--- config.mk ---
export PLATFORM = sky130hd
export DESIGN_NAME = integer_alu_pow_prime_core
export DESIGN_NICKNAME = d
export VERILOG_FILES = /design/src/rtl/ialu_pkg.sv /design/src/rtl/integer_alu_pow_prime_core.sv /design/src/rtl/ialu_ctrl.sv /design/src/rtl/ialu_dp.sv
export SDC_FILE = /design/constraint.sdc
export NUM_CORES = 1
export LEC_CHECK = 0
export BUFFER_PORTS_ARGS = -buffer_cell sky130_fd_sc_hd__buf_4
export CORE_ASPECT_RATIO = 0.8
export CORE_UTILIZATION = 35
export CTS_CLUSTER_DIAMETER = 30
export DETAILED_ROUTE_END_ITERATION = 8
export GPL_ROUTABILITY_DRIVEN = 0
export PLACE_DENSITY_LB_ADDON = 0.25
export SYNTH_ARGS = -nofsm -noshare
export SYNTH_HDL_FRONTEND = slang
export SYNTH_SLANG_ARGS = --single-unit
--- constraint.sdc ---
create_clock -name clock -period 10.35 [get_ports clock]
set_input_delay 2.07 -clock clock [delete_from_list [all_inputs] [get_ports clock]]
set_output_delay 2.07 -clock clock [all_outputs]
set_load 0.02 [all_outputs]
--- src/rtl/ialu_pkg.sv ---
// shared types and constants for the integer alu with power and prime test
// no dependencies
package ialu_pkg;

   localparam int WORD_BITS_DEF = 32;
   localparam int OPND_BITS     = 32;
   localparam int CMD_BITS      = 3;

   typedef enum logic [CMD_BITS-1:0] {
      CMD_ADD   = 3'd0,
      CMD_SUB   = 3'd1,
      CMD_MUL   = 3'd2,
      CMD_DIV   = 3'd3,
      CMD_MOD   = 3'd4,
      CMD_POW   = 3'd5,
      CMD_DVS   = 3'd6,
      CMD_PRIME = 3'd7
   } cmd_type;

   // datapath operations issued by the controller
   typedef enum logic [3:0] {
      DP_NOP,
      DP_LOAD,
      DP_MUL_INIT,
      DP_MUL_STEP,
      DP_DIV_INIT,
      DP_DIV_STEP,
      DP_PW_INIT,
      DP_PW_RES,
      DP_PW_BASE,
      DP_PR_DECIDE,
      DP_PR_NEXT,
      DP_FINISH
   } dp_op_type;

   // operand sources for the shared multiplier / divider
   typedef enum logic [1:0] {
      SEL_AB,
      SEL_RB,
      SEL_BB,
      SEL_XI
   } src_sel_type;

   typedef enum logic [3:0] {
      ST_IDLE,
      ST_DISPATCH,
      ST_MUL_RUN,
      ST_DIV_RUN,
      ST_PW_CHK,
      ST_PW_MR,
      ST_PW_MR_WB,
      ST_PW_MB,
      ST_PW_MB_WB,
      ST_PR_CHK,
      ST_PR_TEST,
      ST_PR_NEXT,
      ST_FINISH
   } state_type;

   typedef struct packed {
      dp_op_type   op;
      src_sel_type sel;
   } dp_cmd_type;

   typedef struct packed {
      cmd_type cmd;
      logic    cnt_last;
      logic    b_zero;
      logic    exp_zero;
      logic    exp_lsb;
      logic    pr_early;
      logic    pr_sq_gt;
      logic    rem_zero;
      logic    out_busy;
   } dp_status_type;

endpackage

--- src/rtl/integer_alu_pow_prime_core.sv ---
// Integer ALU with power and primality test. One word in, one word out; one
// item is worked at a time. Multiply, divide, modulo and the divisibility test
// run on the one-bit-per-cycle shift-add multiplier and restoring divider.
// Power multiplies the result by the base for each set exponent bit and squares
// the base for every exponent bit. The prime test runs one division per odd trial
// divisor, up to sqrt(a)/2 trials. A finished result waits in the output
// register while the next word is taken. Depends on ialu_pkg, ialu_ctrl and
// ialu_dp.
module integer_alu_pow_prime_core #(
   parameter int WORD_BITS = ialu_pkg::WORD_BITS_DEF
) (
   input  logic        clock,
   input  logic        reset,
   input  logic        req_tvalid,
   output logic        req_tready,
   input  logic [63:0] req_tdata,   // operand_a [31:0], operand_b [63:32]
   input  logic [2:0]  req_tuser,   // cmd [2:0]
   output logic        rsp_tvalid,
   input  logic        rsp_tready,
   output logic [39:0] rsp_tdata    // value [31:0], test_true [32], div_error [33]
);
   import ialu_pkg::*;

   dp_cmd_type    dcmd;
   dp_status_type sts;
   logic signed [OPND_BITS-1:0] value;
   logic test_true, div_error;

   ialu_ctrl u_ctrl (
      .clock      (clock),
      .reset      (reset),
      .req_tvalid (req_tvalid),
      .req_tready (req_tready),
      .sts        (sts),
      .dcmd       (dcmd)
   );

   ialu_dp #(.WORD_BITS(WORD_BITS)) u_dp (
      .clock     (clock),
      .reset     (reset),
      .dcmd      (dcmd),
      .sts       (sts),
      .in_cmd    (req_tuser),
      .in_a      (req_tdata[31:0]),
      .in_b      (req_tdata[63:32]),
      .out_valid (rsp_tvalid),
      .out_ready (rsp_tready),
      .out_value (value),
      .out_tt    (test_true),
      .out_err   (div_error)
   );

   assign rsp_tdata = {6'b0, div_error, test_true, value};

   // a zero divisor always reports minus one
   assert property (@(posedge clock) disable iff (reset)
      rsp_tvalid && rsp_tdata[33] |-> rsp_tdata[31:0] == 32'hFFFF_FFFF)
      else $error("div_error without all-ones value");

   assert property (@(posedge clock) disable iff (reset)
      rsp_tvalid |-> !(rsp_tdata[32] && rsp_tdata[33]))
      else $error("test_true and div_error both set");

   // one word in flight
   assert property (@(posedge clock) disable iff (reset)
      req_tvalid && req_tready |=> !req_tready)
      else $error("input taken while busy");

endmodule

--- src/rtl/ialu_ctrl.sv ---
// controller state machine for the integer alu
// depends on ialu_pkg; drives ialu_dp through command and status structs
module ialu_ctrl (
   input  logic                   clock,
   input  logic                   reset,
   input  logic                   req_tvalid,
   output logic                   req_tready,
   input  ialu_pkg::dp_status_type sts,
   output ialu_pkg::dp_cmd_type    dcmd
);
   import ialu_pkg::*;

   state_type state_ff, state_in;

   always_ff @(posedge clock) begin
      if (reset) begin
         state_ff <= ST_IDLE;
      end else begin
         state_ff <= state_in;
      end
   end

   always_comb begin
      state_in = state_ff;
      case (state_ff)
         ST_IDLE: begin
            if (req_tvalid) state_in = ST_DISPATCH;
         end
         ST_DISPATCH: begin
            case (sts.cmd)
               CMD_ADD, CMD_SUB: state_in = ST_FINISH;
               CMD_MUL:          state_in = ST_MUL_RUN;
               CMD_POW:          state_in = ST_PW_CHK;
               CMD_PRIME:        state_in = ST_PR_CHK;
               default: begin
                  state_in = sts.b_zero ? ST_FINISH : ST_DIV_RUN;
               end
            endcase
         end
         ST_MUL_RUN: begin
            if (sts.cnt_last) state_in = ST_FINISH;
         end
         ST_DIV_RUN: begin
            if (sts.cnt_last) begin
               state_in = (sts.cmd == CMD_PRIME) ? ST_PR_TEST : ST_FINISH;
            end
         end
         ST_PW_CHK: begin
            if (sts.exp_zero)     state_in = ST_FINISH;
            else if (sts.exp_lsb) state_in = ST_PW_MR;
            else                  state_in = ST_PW_MB;
         end
         ST_PW_MR: begin
            if (sts.cnt_last) state_in = ST_PW_MR_WB;
         end
         ST_PW_MR_WB: state_in = ST_PW_MB;
         ST_PW_MB: begin
            if (sts.cnt_last) state_in = ST_PW_MB_WB;
         end
         ST_PW_MB_WB: state_in = ST_PW_CHK;
         ST_PR_CHK: begin
            state_in = (sts.pr_early || sts.pr_sq_gt) ? ST_FINISH : ST_DIV_RUN;
         end
         ST_PR_TEST: begin
            state_in = sts.rem_zero ? ST_FINISH : ST_PR_NEXT;
         end
         ST_PR_NEXT: state_in = ST_PR_CHK;
         ST_FINISH: begin
            if (!sts.out_busy) state_in = ST_IDLE;
         end
         default: state_in = ST_IDLE;
      endcase
   end

   always_comb begin
      dcmd.op    = DP_NOP;
      dcmd.sel   = SEL_AB;
      req_tready = 1'b0;
      case (state_ff)
         ST_IDLE: begin
            req_tready = 1'b1;
            if (req_tvalid) dcmd.op = DP_LOAD;
         end
         ST_DISPATCH: begin
            case (sts.cmd)
               CMD_ADD, CMD_SUB: dcmd.op = DP_NOP;
               CMD_MUL:          dcmd.op = DP_MUL_INIT;
               CMD_POW:          dcmd.op = DP_PW_INIT;
               CMD_PRIME:        dcmd.op = DP_NOP;
               default: begin
                  if (!sts.b_zero) dcmd.op = DP_DIV_INIT;
               end
            endcase
         end
         ST_MUL_RUN, ST_PW_MR, ST_PW_MB: dcmd.op = DP_MUL_STEP;
         ST_DIV_RUN:                     dcmd.op = DP_DIV_STEP;
         ST_PW_CHK: begin
            if (!sts.exp_zero) begin
               dcmd.op  = DP_MUL_INIT;
               dcmd.sel = sts.exp_lsb ? SEL_RB : SEL_BB;
            end
         end
         ST_PW_MR_WB: dcmd.op = DP_PW_RES;
         ST_PW_MB_WB: dcmd.op = DP_PW_BASE;
         ST_PR_CHK: begin
            if (sts.pr_early || sts.pr_sq_gt) begin
               dcmd.op = DP_PR_DECIDE;
            end else begin
               dcmd.op  = DP_DIV_INIT;
               dcmd.sel = SEL_XI;
            end
         end
         ST_PR_NEXT: dcmd.op = DP_PR_NEXT;
         ST_FINISH: begin
            if (!sts.out_busy) dcmd.op = DP_FINISH;
         end
         default: dcmd.op = DP_NOP;
      endcase
   end

endmodule

--- src/rtl/ialu_dp.sv ---
// datapath: operand registers, shift-add multiplier, restoring divider,
// power and trial-division registers and the result register; uses ialu_pkg
module ialu_dp #(
   parameter int WORD_BITS = ialu_pkg::WORD_BITS_DEF
) (
   input  logic                              clock,
   input  logic                              reset,
   input  ialu_pkg::dp_cmd_type              dcmd,
   output ialu_pkg::dp_status_type           sts,
   input  logic [ialu_pkg::CMD_BITS-1:0]     in_cmd,
   input  logic signed [ialu_pkg::OPND_BITS-1:0] in_a,
   input  logic signed [ialu_pkg::OPND_BITS-1:0] in_b,
   output logic                              out_valid,
   input  logic                              out_ready,
   output logic signed [ialu_pkg::OPND_BITS-1:0] out_value,
   output logic                              out_tt,
   output logic                              out_err
);
   import ialu_pkg::*;

   localparam int W  = WORD_BITS;
   localparam int CW = $clog2(W);

   logic [W-1:0]  a_ff, b_ff, m_acc_ff, m_x_ff, m_y_ff;
   logic [W-1:0]  d_rem_ff, d_quo_ff, d_den_ff;
   logic [W-1:0]  res_ff, base_ff, exp_ff, pr_i_ff;
   logic [W:0]    pr_sq_ff;
   logic [CW-1:0] cnt_ff;
   cmd_type       cmd_ff;
   logic          tt_ff;
   logic          ovalid_ff;
   logic signed [OPND_BITS-1:0] oval_ff;
   logic          ott_ff, oerr_ff;

   logic          a_neg, b_neg, b_zero;
   logic [W-1:0]  ma, mb, d_t, d_sub;
   logic          d_ge;
   logic [W-1:0]  val_w;
   logic          fin_tt, fin_err;

   assign a_neg  = a_ff[W-1];
   assign b_neg  = b_ff[W-1];
   assign b_zero = (b_ff == '0);
   assign ma     = a_neg ? W'(-a_ff) : a_ff;
   assign mb     = b_neg ? W'(-b_ff) : b_ff;

   // one quotient bit per step
   assign d_t   = {d_rem_ff[W-2:0], d_quo_ff[W-1]};
   assign d_ge  = (d_t >= d_den_ff);
   assign d_sub = d_t - d_den_ff;

   assign sts.cmd      = cmd_ff;
   assign sts.cnt_last = (cnt_ff == '0);
   assign sts.b_zero   = b_zero;
   assign sts.exp_zero = (exp_ff == '0);
   assign sts.exp_lsb  = exp_ff[0];
   assign sts.pr_early = a_neg || (a_ff < W'(4)) || !a_ff[0];
   assign sts.pr_sq_gt = (pr_sq_ff > {1'b0, a_ff});
   assign sts.rem_zero = (d_rem_ff == '0);
   assign sts.out_busy = ovalid_ff && !out_ready;

   always_comb begin
      val_w   = '0;
      fin_tt  = 1'b0;
      fin_err = 1'b0;
      case (cmd_ff)
         CMD_ADD: val_w = a_ff + b_ff;
         CMD_SUB: val_w = a_ff - b_ff;
         CMD_MUL: val_w = m_acc_ff;
         CMD_DIV: begin
            fin_err = b_zero;
            if (b_zero)              val_w = '1;
            else if (a_neg != b_neg) val_w = W'(-d_quo_ff);
            else                     val_w = d_quo_ff;
         end
         CMD_MOD: begin
            fin_err = b_zero;
            if (b_zero)     val_w = '1;
            else if (a_neg) val_w = W'(-d_rem_ff);
            else            val_w = d_rem_ff;
         end
         CMD_DVS: begin
            fin_err = b_zero;
            val_w   = b_zero ? '1 : '0;
            fin_tt  = !b_zero && (d_rem_ff == '0);
         end
         CMD_POW: val_w = res_ff;
         CMD_PRIME: fin_tt = tt_ff;
         default: val_w = '0;
      endcase
   end

   always_ff @(posedge clock) begin
      if (reset) begin
         ovalid_ff <= 1'b0;
      end else if (dcmd.op == DP_FINISH) begin
         ovalid_ff <= 1'b1;
      end else if (out_ready) begin
         ovalid_ff <= 1'b0;
      end
   end

   always_ff @(posedge clock) begin
      case (dcmd.op)
         DP_LOAD: begin
            cmd_ff <= cmd_type'(in_cmd);
            a_ff   <= W'(in_a);
            b_ff   <= W'(in_b);
         end
         DP_MUL_INIT: begin
            m_acc_ff <= '0;
            cnt_ff   <= CW'(W - 1);
            case (dcmd.sel)
               SEL_RB: begin
                  m_x_ff <= res_ff;
                  m_y_ff <= base_ff;
               end
               SEL_BB: begin
                  m_x_ff <= base_ff;
                  m_y_ff <= base_ff;
               end
               default: begin
                  m_x_ff <= a_ff;
                  m_y_ff <= b_ff;
               end
            endcase
         end
         DP_MUL_STEP: begin
            if (m_y_ff[0]) m_acc_ff <= m_acc_ff + m_x_ff;
            m_x_ff <= {m_x_ff[W-2:0], 1'b0};
            m_y_ff <= {1'b0, m_y_ff[W-1:1]};
            cnt_ff <= cnt_ff - CW'(1);
         end
         DP_DIV_INIT: begin
            d_rem_ff <= '0;
            cnt_ff   <= CW'(W - 1);
            if (dcmd.sel == SEL_XI) begin
               d_quo_ff <= a_ff;
               d_den_ff <= pr_i_ff;
            end else begin
               d_quo_ff <= ma;
               d_den_ff <= mb;
            end
         end
         DP_DIV_STEP: begin
            d_rem_ff <= d_ge ? d_sub : d_t;
            d_quo_ff <= {d_quo_ff[W-2:0], d_ge};
            cnt_ff   <= cnt_ff - CW'(1);
         end
         DP_PW_INIT: begin
            base_ff <= a_ff;
            exp_ff  <= '0;
            if (a_ff == '0) begin
               res_ff <= '0;
            end else if (b_zero) begin
               res_ff <= W'(1);
            end else if (b_neg) begin
               if (a_ff == W'(1))   res_ff <= W'(1);
               else if (a_ff == '1) res_ff <= b_ff[0] ? '1 : W'(1);
               else                 res_ff <= '0;
            end else begin
               res_ff <= W'(1);
               exp_ff <= b_ff;
            end
         end
         DP_PW_RES: begin
            res_ff   <= m_acc_ff;
            // squaring of the base starts right away
            m_acc_ff <= '0;
            cnt_ff   <= CW'(W - 1);
            m_x_ff   <= base_ff;
            m_y_ff   <= base_ff;
         end
         DP_PW_BASE: begin
            base_ff <= m_acc_ff;
            exp_ff  <= {1'b0, exp_ff[W-1:1]};
         end
         DP_PR_DECIDE: begin
            tt_ff <= sts.pr_early ? (a_ff == W'(2) || a_ff == W'(3)) : 1'b1;
         end
         DP_PR_NEXT: begin
            pr_i_ff  <= pr_i_ff + W'(2);
            pr_sq_ff <= pr_sq_ff + (W+1)'({pr_i_ff, 2'b00}) + (W+1)'(4);
         end
         DP_FINISH: begin
            oval_ff <= OPND_BITS'($signed(val_w));
            ott_ff  <= fin_tt;
            oerr_ff <= fin_err;
         end
         default: begin
         end
      endcase
      // trial divisor restarts with every item
      if (dcmd.op == DP_LOAD) begin
         pr_i_ff  <= W'(3);
         pr_sq_ff <= (W+1)'(9);
         tt_ff    <= 1'b0;
      end
   end

   assign out_valid = ovalid_ff;
   assign out_value = oval_ff;
   assign out_tt    = ott_ff;
   assign out_err   = oerr_ff;

endmodule

# ---- Word-level counts from Yosys, hierarchy flattened
# Cells that the tools add are included.
dict set report op_classes {
  add_sub_neg 12
  n_lt_le_gt_ge 3
  eq_ne 45
  mux 61
  reduce_logical 33
}
# op n
set op_table {}
lappend op_table {{2-to-1 mux 32 bit} 20}
lappend op_table {{case mux 32 bit (2 select lines)} 7}
lappend op_table {{case mux 32 bit (7 select lines)} 1}
lappend op_table {{case mux 32 bit (3 select lines)} 2}
lappend op_table {{logical NOT 32 bit} 4}
lappend op_table {{negation 32 bit} 4}
lappend op_table {{adder 32 bit} 2}
lappend op_table {{== test 32 x 2 -> 1 bit, second input constant} 2}
lappend op_table {{subtractor 32 bit} 2}
lappend op_table {{case mux 4 bit (13 select lines)} 1}
lappend op_table {{2-to-1 mux 4 bit} 12}
lappend op_table {{case mux 4 bit (10 select lines)} 1}
lappend op_table {{== test 4 bit, second input constant} 9}
lappend op_table {{adder 33 x 3 -> 33 bit, second input constant} 1}
lappend op_table {{adder 33 bit} 1}
lappend op_table {{> comparator 33 x 32 -> 1 bit} 1}
lappend op_table {{adder 32 x 2 -> 32 bit, second input constant} 1}
lappend op_table {{== test 32 x 1 -> 1 bit, second input constant} 1}
lappend op_table {{== test 32 bit, second input constant} 1}
lappend op_table {{== test 4 x 3 -> 1 bit, second input constant} 8}
lappend op_table {{greater-or-equal comparator 32 bit} 1}
lappend op_table {{< comparator 32 x 3 -> 1 bit, second input constant} 1}
lappend op_table {{2-to-1 mux 31 bit} 1}
lappend op_table {{== test 4 x 2 -> 1 bit, second input constant} 4}
lappend op_table {{30 further kinds} 66}
dict set report totals {
  ff_bits 465
  input_bits 71
  output_inout_bits 42
}

# ---- Depth between registers and ports, before layout
# Gate-level depths: netlist of run 1.
dict set report logic_depth {
  depth_word 10
  mapped_depth 23
}

# ---- Hierarchy
# A second synthesis of run 1 with hierarchy kept.
dict set report hier_totals {
  hier_cells 3508
  hier_area_um2 32088.3
}
# module n_inst cells_each area_each_um2 seq_area_each_um2
set by_module_without_submodules {}
lappend by_module_without_submodules {ialu_dp 1 3394 31327.5 13062.5}
lappend by_module_without_submodules {ialu_ctrl 1 105 696.9 80.1}
lappend by_module_without_submodules {integer_alu_pow_prime_core 1 9 63.8 0.0}

# ---- Worst setup path after synthesis of run 1
# No wires, ideal clock.
dict set report synth_timing {
  path_kind {in2reg}
  startpoint {input rsp_tready}
  endpoint {register u_dp.m_acc_ff[0] (enable)}
  arrival_ps 9105
  path_slack_ps 854
  stages 6
  n_path_buf 0
  path_cell_list {nand2b_1 and3_1 nor4_1 o21ai_0 o21ai_0 o21a_1}
}
dict set report synth_between {
  elab_chain_len 8
  elab_cells_between_ends 11
  classes_between {eq/ne (4); mux (2); reduce/logical (5)}
}
# item line
set synth_rtl {}
lappend synth_rtl {{from (decl)} integer_alu_pow_prime_core.sv:19} ;# input logic rsp_tready,
lappend synth_rtl {{logical NOT 1 bit (*)} ialu_dp.sv:60} ;# assign sts.out_busy = ovalid_ff && !out_ready;
lappend synth_rtl {{logical AND 1 bit (*)} ialu_dp.sv:60}
lappend synth_rtl {{2-to-1 mux 4 bit (*)} ialu_ctrl.sv:115} ;# if (!sts.out_busy) dcmd.op = DP_FINISH;
lappend synth_rtl {{case mux 4 bit (10 select lines) (*)} ialu_ctrl.sv:79} ;# case (state_ff)
lappend synth_rtl {{== test 4 x 3 -> 1 bit / == test 4 x 2 -> 1 bit (equally long branches)} ialu_dp.sv:104} ;# case (dcmd.op)
lappend synth_rtl {{OR reduction 2 bit (no line)} n/a}
lappend synth_rtl {{nonzero test 2 bit (no line)} n/a}
lappend synth_rtl {{AND reduction 2 bit (no line) (*)} n/a}
lappend synth_rtl {{to (signal assigned)} ialu_dp.sv:129} ;# if (m_y_ff[0]) m_acc_ff <= m_acc_ff + m_x_ff;
lappend synth_rtl {{to (decl)} ialu_dp.sv:24} ;# logic [W-1:0] a_ff, b_ff, m_acc_ff, m_x_ff, m_y_ff;
# Every way passes the cells marked *; elsewhere a longest branch is shown, timed or not.
# A chain may end at the register's enable or synchronous reset.

# ---- Worst setup path after layout of run 1
dict set report layout_timing {
  startpoint {register u_dp.cmd_ff[1]}
  endpoint {register u_dp.oval_ff[31] (netlist: u_dp.out_value[31]) (data pin)}
}
dict set report layout_between {
  elab_chain_len 2
  elab_cells_between_ends 8
  classes_between {eq/ne (6); mux (1); reduce/logical (1)}
}
# item line
set layout_rtl {}
lappend layout_rtl {{from (decl)} ialu_dp.sv:29} ;# cmd_type cmd_ff;
lappend layout_rtl {{from (signal assigned)} ialu_dp.sv:106} ;# cmd_ff <= cmd_type'(in_cmd);
lappend layout_rtl {{== test 3 bit (tied with other cells)} ialu_dp.sv:66} ;# case (cmd_ff)
lappend layout_rtl {{case mux 32 bit (7 select lines) (*)} ialu_dp.sv:66}
lappend layout_rtl {{via u_dp.val_w[31]} ialu_dp.sv:38} ;# logic [W-1:0] val_w;
lappend layout_rtl {{to (signal assigned)} ialu_dp.sv:186} ;# oval_ff <= OPND_BITS'($signed(val_w));
lappend layout_rtl {{to (decl)} ialu_dp.sv:32} ;# logic signed [OPND_BITS-1:0] oval_ff;
# Mark *: on every way through the listed nets, which the timed path passes. The rest lies on a longest branch.

==> flow_summary.ini, run 1 <==
[global_route]
grt_use_total_pct = 25.6
gr-total-overflow = 0
grt_pass1_vias = 24400
antenna_found_initial = 9
grt_start_max_net_pins = 69
grt_pass1_wl_mm = 167

[pwr]
p_per_area_mw_per_mm2 = 329
ir_worst_vdd_v = 0.000306
p_leak_nw = 14.2

[setup_path]
crit_family = compound AO/OA/AOI/OAI gates
cp_slowest_cell = nor2_1
worstPathBufferInverterCount = 1
crit_top_cell = o21ai_0
worst_setup_path_start_kind = flip-flop
worstPathCellList = nor2_1 -> nand2_1 -> mux2i_1 -> ha_1 -> nor2b_1 -> o21a_1 -> o21ai_0 -> a2111oi_0 -> buf_4 -> o21ai_0 -> nor3_1 -> o21ai_0 -> o21ai_0 -> a211o_1 -> o211ai_1
critPathKind = flip-flop to flip-flop
required_ps = 10840
crit_path_max_fanout = 26
slowest_delay_ps = 950
cp.arrival_ps = 7030
crit_path_end_kind = flip-flop

[clocking]
cts_sinks = 460
htreeDepth = 3
cts_buffers = 101
clockBufferDepth = 3
postCtsSetupBuffers = 0
ctsHoldBuffers = 0
cts_tree = built
clk_pin_slew_ps = 60
cts.repair.resized = 0
clock_latency_ps = 680
cts-root-buf = clkbuf_16

[run_status]
outcome = finished, violations left
violations = DRC

[routing]
ant_nets = 0
vias = 26800
wl_mm = 114
drt_iter0_markers = 3937
viasPerCell = 5.92
drc_errors = 5
firstDrtPassIters = 9
wl_per_cell_um = 25.2

[sta]
slew_headroom_pct = 20.1
skew_ps = 27.8
fmax_mhz = 153
rsz0062_at_grt = false
layout_min_cycle_time_ps = 6540
tightest_slew_ps = 1200
final.period_utilization_pct = 63.1
slew_violations = 0
hold_viol_final = 0
finalSetupViolCount = 0
fin_tns_setup_ps = 0

[synthesis]
syn_inst = 3220
synth_area_mm2 = 0.0303
ys_types = 77
postSynthAreaPerCell_um2 = 9.41
synth-edff-count = 393
synthFlopType = edfxtp_1
ys_seq_elements = 460
async_flop_share_pct = 0
yosysSeqAreaShare_pct = 43.4
yosysWarningCount = 0

[cells_and_area]
multiInputGateArea_mm2 = 0.0160
n_fill_cell = 8427
final_cells = 4524
drive_gt1_share_pct = 11.5
syn2layout_area_growth_pct = 18.7
num-nets-final = 3574
final_common_cell = edfxtp_1
fin_area_mm2 = 0.0360
seq_area_mm2 = 0.0131
final_cell_mix = edfxtp_1 (393), nand2_1 (357), o21ai_0 (332), a21oi_1 (213), ha_1 (192)

[flow_run]
cap_viol_max_count = 0

[placement]
hpwl_mm = 84.8
io_buffers = 106
dpl_cell_area_mm2 = 0.0323
dp_cells = 4330

[floorplanning]
rows = 96
die_area_mm2 = 0.0878
initial_core_util_pct = 35.3
die_x_um = 331
coreArea_mm2 = 0.0858
pin_count = 113
dieHeight_um = 265

[worst_hold_path]
min_path_type = flip-flop to flip-flop
-- worst register-to-register path, stage by stage, from the launching register on --
cell	delay [ps]
edfxtp_1	670
nor2_1	960
nand2_1	870
mux2i_1	520
ha_1	290
nor2b_1	130
o21a_1	170
o21ai_0	370
a2111oi_0	280
buf_4	210
o21ai_0	570
nor3_1	140
o21ai_0	460
o21ai_0	280
a211o_1	340
o211ai_1	110
-- registers in the layout (all words and copies together), names as in the netlist, 32 cells and up --
name	count
u_dp.b_ff	32
u_dp.res_ff	32
u_dp.a_ff	32
u_dp.m_x_ff	32
u_dp.base_ff	32
u_dp.m_y_ff	32
u_dp.d_rem_ff	32
u_dp.out_value	32
u_dp.d_den_ff	32
u_dp.m_acc_ff	32
u_dp.d_quo_ff	32
-- per-layer routing --
layer  vias up  GRT usage (%)  part of all wire [%]
li1      12200              -                     -
met1     12800           37.8                    45
met2      1482           35.2                    40
met3       225           7.80                    12
met4         6           7.38                   2.9
met5         -              0                 0.026
-- logic make-up after synthesis --
family                     count (synthesis)  synth area share [%]
and+or+nand+nor                          944                  14.7
buffers and inverters                    341                  4.36
DFF                                      460                  43.4
muxes                                     11                 0.372
adders and majority gates                197                  8.23
xor gates and xnor gates                 258                  7.46
other                                      1                0.0124
AOI/OAI and AO/OA                       1008                  21.5
-- cell type report --
| class | count | share of cell area (%) |
|---|---|---|
| well taps | 1127 | 3.92 |
| repair buffers | 164 | 3.42 |
| inverters | 155 | 1.62 |
| multi-input cells | 2424 | 44.4 |
| clock inverters | 75 | 2.67 |
| flip-flops and latches | 460 | 36.5 |
| diodes | 2 | 0.0139 |
| clock buffers | 117 | 7.47 |
-- where the power goes --
part           switching [mW]  internal (mW)  total, mW
logic                    3.18           1.71       4.89
registers               0.585           2.94       3.52
clock network            1.17           2.27       3.43
total                    4.93           6.92       11.8
-- worst paths after layout --
kind / from / to / slack [ps] / depth (start not counted)
hold reg to reg: u_dp.pr_sq_ff[30] / u_dp.pr_sq_ff[30] / 500 / 2
setup reg to reg: u_dp.cmd_ff[1] / u_dp.out_value[31] / 3810 / 15
setup / recovery: u_dp.cmd_ff[1] / u_dp.out_value[31] / 3810 / 15
hold / removal: u_dp.pr_sq_ff[30] / u_dp.pr_sq_ff[30] / 500 / 2
-- metrics by stage --
step	setup slack, ps	power [mW]	utilization, %	hold WS, ps
global route	3530	12.4	42.0	526
global placement	4300	8.25	37.7	490
detailed placement	4080	8.27	37.7	492
finish	3810	11.8	42.0	504
floorplan	854	6.65	-	453
CTS	4050	11.7	42.0	500
-- cell usage after synthesis (15+ instances only) --
master | count | area share (%)
buf_1 | 18 | 0.22
a22oi_1 | 37 | 0.92
o41ai_1 | 15 | 0.43
o211ai_1 | 18 | 0.45
xnor2_1 | 132 | 3.8
or3_1 | 31 | 0.64
nor2_1 | 196 | 2.4
nor3_1 | 57 | 0.94
o21a_1 | 21 | 0.52
ha_1 | 193 | 8.0
dfxtp_1 | 67 | 4.4
a21o_1 | 71 | 1.8
inv_1 | 154 | 1.9
o31ai_1 | 33 | 0.82
a22o_1 | 32 | 0.92
nand2b_1 | 42 | 0.87
nand4_1 | 37 | 0.76
nor2b_1 | 26 | 0.54
a222oi_1 | 33 | 1.1
nor4_1 | 32 | 0.66
clkbuf_1 | 153 | 1.9
edfxtp_1 | 393 | 39
a221oi_1 | 25 | 0.72
nand2_1 | 357 | 4.4
and3_1 | 25 | 0.52
xor2_1 | 126 | 3.6
a221o_1 | 44 | 1.5
nand3_1 | 71 | 1.2
a211oi_1 | 18 | 0.45
o21ai_0 | 334 | 5.5
a21oi_1 | 216 | 3.6
a31oi_1 | 22 | 0.45
(Power assumes the default switching activity.)
==> run 2: changes to the inputs <==
clock period = 6.31 ns   (was 10.35 ns; I/O delays follow)
==> flow_summary.ini, run 2 (synthesis gave the netlist of run 1 again) <==
[sta]
hold_viol_final = 0
slew_violations = 0
skew_ps = 42.3
layout_min_cycle_time_ps = 5970
setup_slack_ps = 336
hold_ws_ps = 485
tightest_slew_ps = 1290
finalSetupViolCount = 0
final.period_utilization_pct = 94.7
fin_tns_setup_ps = 0
rsz0062_at_grt = false
slew_headroom_pct = 13.4
fmax_mhz = 167

[global_route]
met3_usage_pct = 9.23
use_met1_pct = 37.3
grt_busiest_layer = met1
grt_start_max_net_pins = 79
use_met2_pct = 35.4
grt_pass1_wl_mm = 168
grt_use_total_pct = 25.9
gr-total-overflow = 0
grt_pass1_vias = 24500
antenna_found_initial = 7

[clocking]
cts_buffers = 102
clockBufferDepth = 3
cts.repair.resized = 0
postCtsSetupBuffers = 0
clock_latency_ps = 670
cts_tree = built
cts-root-buf = clkbuf_16
htreeDepth = 3
clk_pin_slew_ps = 50
ctsHoldBuffers = 0
cts_sinks = 460

[placement]
dp_cells = 4337
dpl_cell_area_mm2 = 0.0324
dp_slack_ps = 481
hpwl_mm = 85.8
io_buffers = 106

[routing]
wl_per_cell_um = 25.5
viasPerCell = 5.92
wl_mm = 115
vias = 26800
drt_iter0_markers = 3663
firstDrtPassIters = 9
ant_nets = 0
drc_errors = 2

[setup_path]
worstPathCellList = inv_1 -> ha_1 -> or3b_1 -> or4_1 -> nand2b_1 -> or3_1 -> nand2_1 -> xor2_1 -> ha_1 -> inv_1 -> a2111oi_0 -> o21ai_0 -> buf_4 -> nor3_1 -> o21ai_1 -> o21ai_0 -> a211o_1 -> o211ai_1
worstPathBufferInverterCount = 3
worst_setup_path_start_kind = flip-flop
required_ps = 6680
crit_path_end_kind = flip-flop
critPathKind = flip-flop to flip-flop
cp.arrival_ps = 6350
crit_path_max_fanout = 7
crit_family = simple AND/OR/NAND/NOR gates
r2r_slack_ps = 340
slowest_delay_ps = 890
cp_slowest_cell = a2111oi_0

[run_status]
outcome = finished, violations left
violations = DRC

[pwr]
p_leak_nw = 14.2
ir_worst_vdd_v = 0.000296
p_total_mw = 19.1
p_per_area_mw_per_mm2 = 534

[floorplanning]
pin_count = 113
rows = 96
die_area_mm2 = 0.0878
dieHeight_um = 265
coreArea_mm2 = 0.0858
initial_core_util_pct = 35.3
die_x_um = 331

[cells_and_area]
final_common_cell = edfxtp_1
drive_gt1_share_pct = 11.4
final_cells = 4526
final_util_pct = 41.8
fin_area_mm2 = 0.0358
num-nets-final = 3582
syn2layout_area_growth_pct = 18.2
final_cell_mix = edfxtp_1 (393), nand2_1 (357), o21ai_0 (331), a21oi_1 (213), ha_1 (192)

[worst_hold_path]
min_path_type = flip-flop to flip-flop

[flow_run]
cap_viol_max_count = 0
## run 2: cell count changes in the layout (fill, tap and decap cells not counted), sizes merged
cell / previous run / this run
bufinv: 15 / 9
clkinv: 23 / 36
diode: 2 / 1
clkinvlp: 17 / 8
buf: 164 / 171
inv: 175 / 173
## run 2: report_power, final
part / internal [mW] / switching, mW / leakage (nW)
clock: 3.45 / 1.84 / 1.66
sequential: 4.81 / 0.897 / 4.20
combinational: 2.84 / 5.28 / 8.32
total: 11.1 / 8.02 / 14.2
## run 2: tightest hold or removal path, cell delays in order, from the launching register on
cell	delay (ps)
dfxtp_1	320
nand2_1	60
a21oi_1	50
## run 2: final timing paths
| path | from | endpoint | cells past startpoint |
|---|---|---|---|
| min | u_dp.pr_sq_ff[5] | u_dp.pr_sq_ff[5] | 2 |
| max | u_dp.b_ff[0] | u_dp.out_value[31] | 18 |
| min reg2reg | u_dp.pr_sq_ff[5] | u_dp.pr_sq_ff[5] | 2 |
| max reg2reg | u_dp.b_ff[0] | u_dp.out_value[31] | 18 |
## run 2: routing by layer
layer	wire length, µm	vias to the layer above
li1	-	12300
met1	51100	12900
met2	46200	1452
met3	14300	228
met4	3790	6
met5	70	-
## run 2: area by class of cell
type,count,area [µm²]
Timing Repair Buffer,171,1300
Fill cell,8434,49900
Antenna cell,1,2.50
Sequential cell,460,13100
Inverter,155,584
Clock buffer,117,2710
Clock inverter,71,692
Tap cell,1127,1410
Multi-Input combinational cell,2424,16000
